==> config.mk <==
export PLATFORM = sky130hd
export DESIGN_NAME = pcs_div
export DESIGN_NICKNAME = d
export VERILOG_FILES = /design/src/rtl/pcs_pkg.sv /design/src/rtl/pcs_div.sv
export SDC_FILE = /design/constraint.sdc
export NUM_CORES = 1
export LEC_CHECK = 0
export BUFFER_PORTS_ARGS = -buffer_cell sky130_fd_sc_hd__buf_2
export CAP_MARGIN = 20
export CORE_MARGIN = 5
export CORE_UTILIZATION = 55
export CTS_CLUSTER_SIZE = 25
export DETAILED_ROUTE_END_ITERATION = 12
export PLACE_DENSITY = 0.79
export RECOVER_POWER = 25
export SETUP_SLACK_MARGIN = 0.5
export SYNTH_ARGS = -nofsm -noshare
export SYNTH_HDL_FRONTEND = slang
export SYNTH_SLANG_ARGS = --single-unit
==> constraint.sdc <==
create_clock -name clock -period 4.07 [get_ports clock]
set_clock_uncertainty 0.1 [all_clocks]
set_input_delay 0.814 -clock clock [delete_from_list [all_inputs] [get_ports clock]]
set_output_delay 0.814 -clock clock [all_outputs]
set_load 0.005 [all_outputs]
==> src/rtl/pcs_pkg.sv <==
// Shared types and constants of the prime counting sieve.
// Has no dependencies; pcs_div and prime_counting_sieve import it.
package pcs_pkg;

   localparam int VALUE_W = 25;
   localparam int DATA_W  = 32;

   typedef enum logic [4:0] {
      ST_IDLE,
      ST_ROOT,
      ST_INIT_DIV,
      ST_INIT_WAIT,
      ST_P_RD_PREV,
      ST_P_RD_CUR,
      ST_P_CHECK,
      ST_SQ,
      ST_END_DIV,
      ST_END_WAIT,
      ST_L_OTHER,
      ST_L_DIV,
      ST_L_OTHER_CAP,
      ST_L_CUR,
      ST_S_CHK,
      ST_S_DIV,
      ST_S_WAIT,
      ST_S_RDI,
      ST_S_WR,
      ST_Q,
      ST_Q_DIV,
      ST_Q_RD,
      ST_OUT
   } state_type;

   typedef struct packed {
      logic start;
      logic done;
   } div_ctl_type;

endpackage

==> src/rtl/pcs_div.sv <==
// Restoring divider, one quotient bit per cycle.
// Uses pcs_pkg for the control struct.
module pcs_div import pcs_pkg::*; #(
   parameter int W = 25
) (
   input  logic          clock,
   input  logic          reset,
   input  logic          start,
   input  logic [W-1:0]  dividend,
   input  logic [W-1:0]  divisor,
   output div_ctl_type   status,
   output logic [W-1:0]  quotient
);

   localparam int CNT_W = $clog2(W + 1);

   logic [W-1:0]     rem_ff, rem_in, quo_ff, quo_in, dvs_ff, dvs_in;
   logic [CNT_W-1:0] cnt_ff, cnt_in;
   logic             run_ff, run_in, done_ff, done_in;
   logic [W:0]       shifted, trial;

   always_comb begin
      rem_in  = rem_ff;
      quo_in  = quo_ff;
      dvs_in  = dvs_ff;
      cnt_in  = cnt_ff;
      run_in  = run_ff;
      done_in = 1'b0;
      shifted = {rem_ff, quo_ff[W-1]};
      trial   = shifted - {1'b0, dvs_ff};
      if (start) begin
         rem_in = '0;
         quo_in = dividend;
         dvs_in = divisor;
         cnt_in = CNT_W'(W);
         run_in = 1'b1;
      end else if (run_ff) begin
         if (!trial[W]) begin
            rem_in = trial[W-1:0];
            quo_in = {quo_ff[W-2:0], 1'b1};
         end else begin
            rem_in = shifted[W-1:0];
            quo_in = {quo_ff[W-2:0], 1'b0};
         end
         cnt_in = cnt_ff - CNT_W'(1);
         if (cnt_ff == CNT_W'(1)) begin
            run_in  = 1'b0;
            done_in = 1'b1;
         end
      end
   end

   always_ff @(posedge clock) begin
      if (reset) begin
         run_ff  <= 1'b0;
         done_ff <= 1'b0;
         cnt_ff  <= '0;
      end else begin
         run_ff  <= run_in;
         done_ff <= done_in;
         cnt_ff  <= cnt_in;
      end
      rem_ff <= rem_in;
      quo_ff <= quo_in;
      dvs_ff <= dvs_in;
   end

   assign status.start = start;
   assign status.done  = done_ff;
   assign quotient     = quo_ff;

endmodule

== After elaboration in Yosys (flattened, before gate mapping) ==
Index checks and enable logic that the tools add are counted.
Operators by class
  add/sub/neg operators: 2
  $mul: 0
  div/mod/pow operators: 0
  $lt $le $gt $ge: 0
  equal/unequal tests: 1
  shifts and indexed selects: 0
  multiplexer cells: 10
  bitwise gates (word level): 1
  reduce and logical (&&, ||, !) cells: 3
Operators by type and width (number)
  $mux 25: 3
  $sub 26x25->26: 1
  $mux 5: 2
  $eq 5x1->1 const B: 1
  $mux 1: 5
  $sub 5x1->5 const B: 1
  $reduce_or 3->1: 1
  $reduce_bool 2->1: 1
  $reduce_or 2->1: 1
  $not 1->1: 1
Storage, ports and cells
  bits in registers: 82
  latch bits: 0
  bits in writable memories: 0
  bits in read-only memories: 0
  output and inout port bits: 27
  memories: 0

== Depth between registers and ports, before layout ==
  depth after elaboration: 4
  mapped depth: 12
  gate-level depth less buffers: 11

== Worst setup path after synthesis ==
OpenSTA, ideal clock, no wires.
  kind: register to register
  from: reg dvs_ff[18]
  to: reg quo_ff[0] (netlist: quotient[0]) (data pin)
  setup time: 0.265 ns
  arrival time: 2.226 ns
  slack: 1.478 ns
  stages on the path, launching flop included: 12
  buffers on the path: 2
  period minus slack after synthesis: 2.592 ns
  cells stage by stage: edfxtp_1 -> inv_1 -> ha_1 -> a21o_1 -> a211oi_1 -> o21ai_1 -> a221oi_2 -> o21ai_4 -> xnor2_1 -> buf_2 -> buf_4 -> o21ai_1
On the way
  cells in the longest elaborated chain, start to end: 4
RTL lines
  start, declared: line pcs_div.sv:17  | logic [W-1:0] rem_ff, rem_in, quo_ff, quo_in, dvs_ff, dvs_in;
  start signal, assigned: line pcs_div.sv:65  | dvs_ff <= dvs_in;
  $sub 26x25->26: line pcs_div.sv:30  | trial = shifted - {1'b0, dvs_ff};
  $mux 1: line pcs_div.sv:38  | if (!trial[W]) begin
  $mux 25: line pcs_div.sv:37  | end else if (run_ff) begin
  $mux 25: line pcs_div.sv:31  | if (start) begin
  via quo_in[0]: line pcs_div.sv:17
  end signal, assigned: line pcs_div.sv:64  | quo_ff <= quo_in;
  end, declared: line pcs_div.sv:17
The timed path passes the listed nets, and every way through them passes these cells. The select of a mux whose other input is x is not followed.
A chain may end at the register's enable or synchronous reset.

== Worst setup path after layout ==
  from: reg dvs_ff[18]
  to: reg rem_ff[6]
On the way
  cells in the longest elaborated chain, start to end: 2
RTL lines
  $sub 26x25->26: line pcs_div.sv:30
  $mux 25: line pcs_div.sv:38
  end signal, assigned: line pcs_div.sv:63  | rem_ff <= rem_in;
  end, declared: line pcs_div.sv:17
No other way between the ends.

==> qor.yml <==
status: "finished clean"
gp_congestion: 0.934
worst_setup_path_start_kind: "flip-flop"
syn_area_mm2: 0.00462
rows: 33
n_antenna_cell: 0
firstDrtPassIters: 4
synth.largest_area_cell: "edfxtp_1"
worstPathMaxFanout: 17
critPathKind: "flip-flop to flip-flop"
power_per_cell_area_mw_per_mm2: 361
finalSetupTns_ps: 0
htreeDepth: 3
dp.cells: 613
clock_latency_ps: 360
maxCapViolCount: 0
synthFlopType: "edfxtp_1"
regToRegSetupSlack_ps: 810
slowest_delay_ps: 560
overflow: 0
syn_area_per_cell_um2: 10.4
worst_slew_pin_slew_ps: 1180
ys_ff_latch: 82
drtAntennaViolNets: 0
rsz0062_at_grt: "false"
clockRootBuffer: "clkbuf_8"
grt_max_degree: 32
swShare_pct: 27.7
yosysWarnings: 0
numClockSinks: 82
vias: 3644
fillerInstances: 665
crit_start: "dvs_ff[18]"
drc_errors: 0
antenna_found_initial: 0
die_w_um: 102
critPathSlowestCell: "xnor2_2"
die_h_um: 102
nets: 600
place_ws_ps: 850
grt_usage_pct: 20.2
drive_gt1_share_pct: 27.5
ctsResizeCount: 0
holdWs_ps: 407
route.met2.wl_mm: 4.80
relSlewSlack_pct: 21.3
synth-seq-area-share_pct: 46.4
setup_violations: 0
crit_family: "compound AO/OA/AOI/OAI gates"
async_flop_share_pct: 0
cp-end-kind: "flip-flop"
synth_cells: 443
synth_fp_nets: 524
finalCriticalPeriod_ps: 3260
crit_arrival_ps: 3430
r2r_end: "rem_ff[6]"
crit_cells: 11
reg2reg_from: "dvs_ff[18]"
critPathBufInv: 2
internal_power_mw: 1.38
postCtsHoldBufs: 0
critPathRequiredTime_ps: 4250
hpwlAfterDp_mm: 7.64
max_freq_ghz: 0.307
hold_violations: 0
syn2layout_area_growth_pct: 14.9
drtIter0Drc: 202
clockBufferDepth: 2
synth_most_common_cell: "edfxtp_1"
ir_worst_vdd_v: 0.000181
power_leakage_nw: 2.29
worstPathCellList: "inv_1 -> ha_1 -> a21o_1 -> a211oi_1 -> o21ai_1 -> a221oi_2 -> o21ai_4 -> xnor2_2 -> buf_4 -> nand2_1 -> a311oi_2"
period_share_pct: 80.0
synth.distinct_cells: 64
topRoutingLayerUsed: "met4"
boundaryPins: 80
synthTopCellsByCount: "50 x edfxtp_1, 43 x nand2_1, 32 x dfxtp_1, 32 x inv_1, 30 x nor2_1"
min_path_type: "flip-flop to flip-flop"
synth_edf_count: 50
cts_made_buffers: 9
p_clk_share_pct: 31.4
combPwrFrac_pct: 17.4
synth_area_leaders: "edfxtp_1 33%, dfxtp_1 14%, ha_1 7.3%"
maxSlewViolCount: 0
cp-endpoint: "rem_ff[6]"
clk_pin_slew_ps: 90
final.setup.worst_slack_ps: 812
grt_first_pass_wirelength_mm: 16.4
cts_tree: "done"
die_area_mm2: 0.0103
met3WireLength_um: 896
initial_core_util_pct: 56.2
finalNonFillerCells: 629
pwr-share-seq_pct: 51.1
drt-met1-wl_mm: 4.38
avgRoutedWirePerCell_um: 16.3
port_buffers: 79
coreArea_mm2: 0.00822
post-cts-setup-buffers: 0
drt_wl_total_mm: 10.3
power_switching_mw: 0.531
grt_pass1_vias: 3467
synthDominantCellAreaShare_pct: 32.5
via_per_inst: 5.79
r2r.worst_path.cells: 11
-- worst reg2reg max path, stage by stage (launching register included) --
cell and delay [ps]:
edfxtp_1 330, inv_1 40, ha_1 360, a21o_1 240
a211oi_1 240, o21ai_1 130, a221oi_2 350, o21ai_4 130
xnor2_2 560, buf_4 350, nand2_1 110, a311oi_2 240
-- how the worst min path moves through the flow --
stage / start / end / slack [ps] / cells past startpoint
after floorplan: rem_ff[2] / rem_ff[2] / 350 / 2
after global placement: rem_ff[13] / rem_ff[13] / 390 / 2
after detailed placement: rem_ff[13] / rem_ff[13] / 390 / 2
after CTS: rem_ff[13] / rem_ff[14] / 410 / 2
after global routing: rem_ff[18] / rem_ff[18] / 430 / 2
final: rem_ff[18] / rem_ff[18] / 410 / 2
-- kinds of logic after synthesis --
logic type / share of synthesized area [%]
AOI/OAI and AO/OA: 16.7
xor gates and xnor gates: 4.91
adders and majority gates: 7.75
buffers and inverters: 4.77
DFF: 46.4
muxes: 6.07
and+or+nand+nor: 13.4
-- cell usage in the layout, fill, tap and decap left out, types with 3 or more instances in the layout --
cell type  count
a311oi_1       4
a311oi_2       3
buf_4          7
o21ai_0        9
nor2_1        30
a21o_1        13
o211ai_1       5
nand3_1       13
ha_1          27
edfxtp_1      50
or3_1          6
and3_1         3
a32o_1         3
nand2_1       43
xnor2_1        7
nor3_1         6
nand2_2        3
buf_2         78
a31oi_1        4
a21oi_1       18
a32oi_1        5
nor2b_1        4
o21a_1         3
dfxtp_1       32
o21ai_1        6
inv_1         32
a211oi_1       4
xor2_1        16
o311ai_1       3
o21bai_1       3
nand4_1        3
inv_6          3
mux2_2        24
clkbuf_8       9
nand2b_1       4
o31ai_1        4
-- flip-flops by register name (all words and copies together), names as in the netlist --
signal / cells
dvs_ff: 25
quotient: 25
rem_ff: 25
cnt_ff: 5
done_ff: 1
run_ff: 1
-- through the flow --
stage	power, mW	instance area, µm²	utilization (%)
4_1_cts	1.93	5300	64.6
5_1_grt	2.01	5300	64.5
3_3_place_gp	1.32	5100	62.1
6_report	1.92	5300	64.5
3_5_place_dp	1.33	5100	62.1
2_1_floorplan	1.21	4620	-
-- power groups by stage --
stage | sequential (mW) | clock (mW) | combinational (mW)
6_report | 0.980 | 0.602 | 0.334
5_1_grt | 0.987 | 0.653 | 0.370
4_1_cts | 0.980 | 0.615 | 0.333
3_5_place_dp | 0.999 | 0 | 0.331
3_3_place_gp | 0.997 | 0 | 0.319
2_1_floorplan | 0.995 | 0 | 0.220
-- routing by layer --
layer / GRT usage (%) / vias to the layer above
met4: 7.46 / 0
li1: - / 1773
met5: 0 / -
met2: 33.0 / 129
met1: 26.1 / 1717
met3: 4.82 / 25
-- cell type report --
class	instances	area [µm²]	area share [%]
Inverter	32	120	2.27
Tap cell	105	131	2.48
Clock inverter	7	76.3	1.44
Clock buffer	9	124	2.34
Multi-Input combinational cell	308	2260	42.7
Timing Repair Buffer	86	447	8.42
Sequential cell	82	2140	40.4
(Power assumes the default switching activity.)
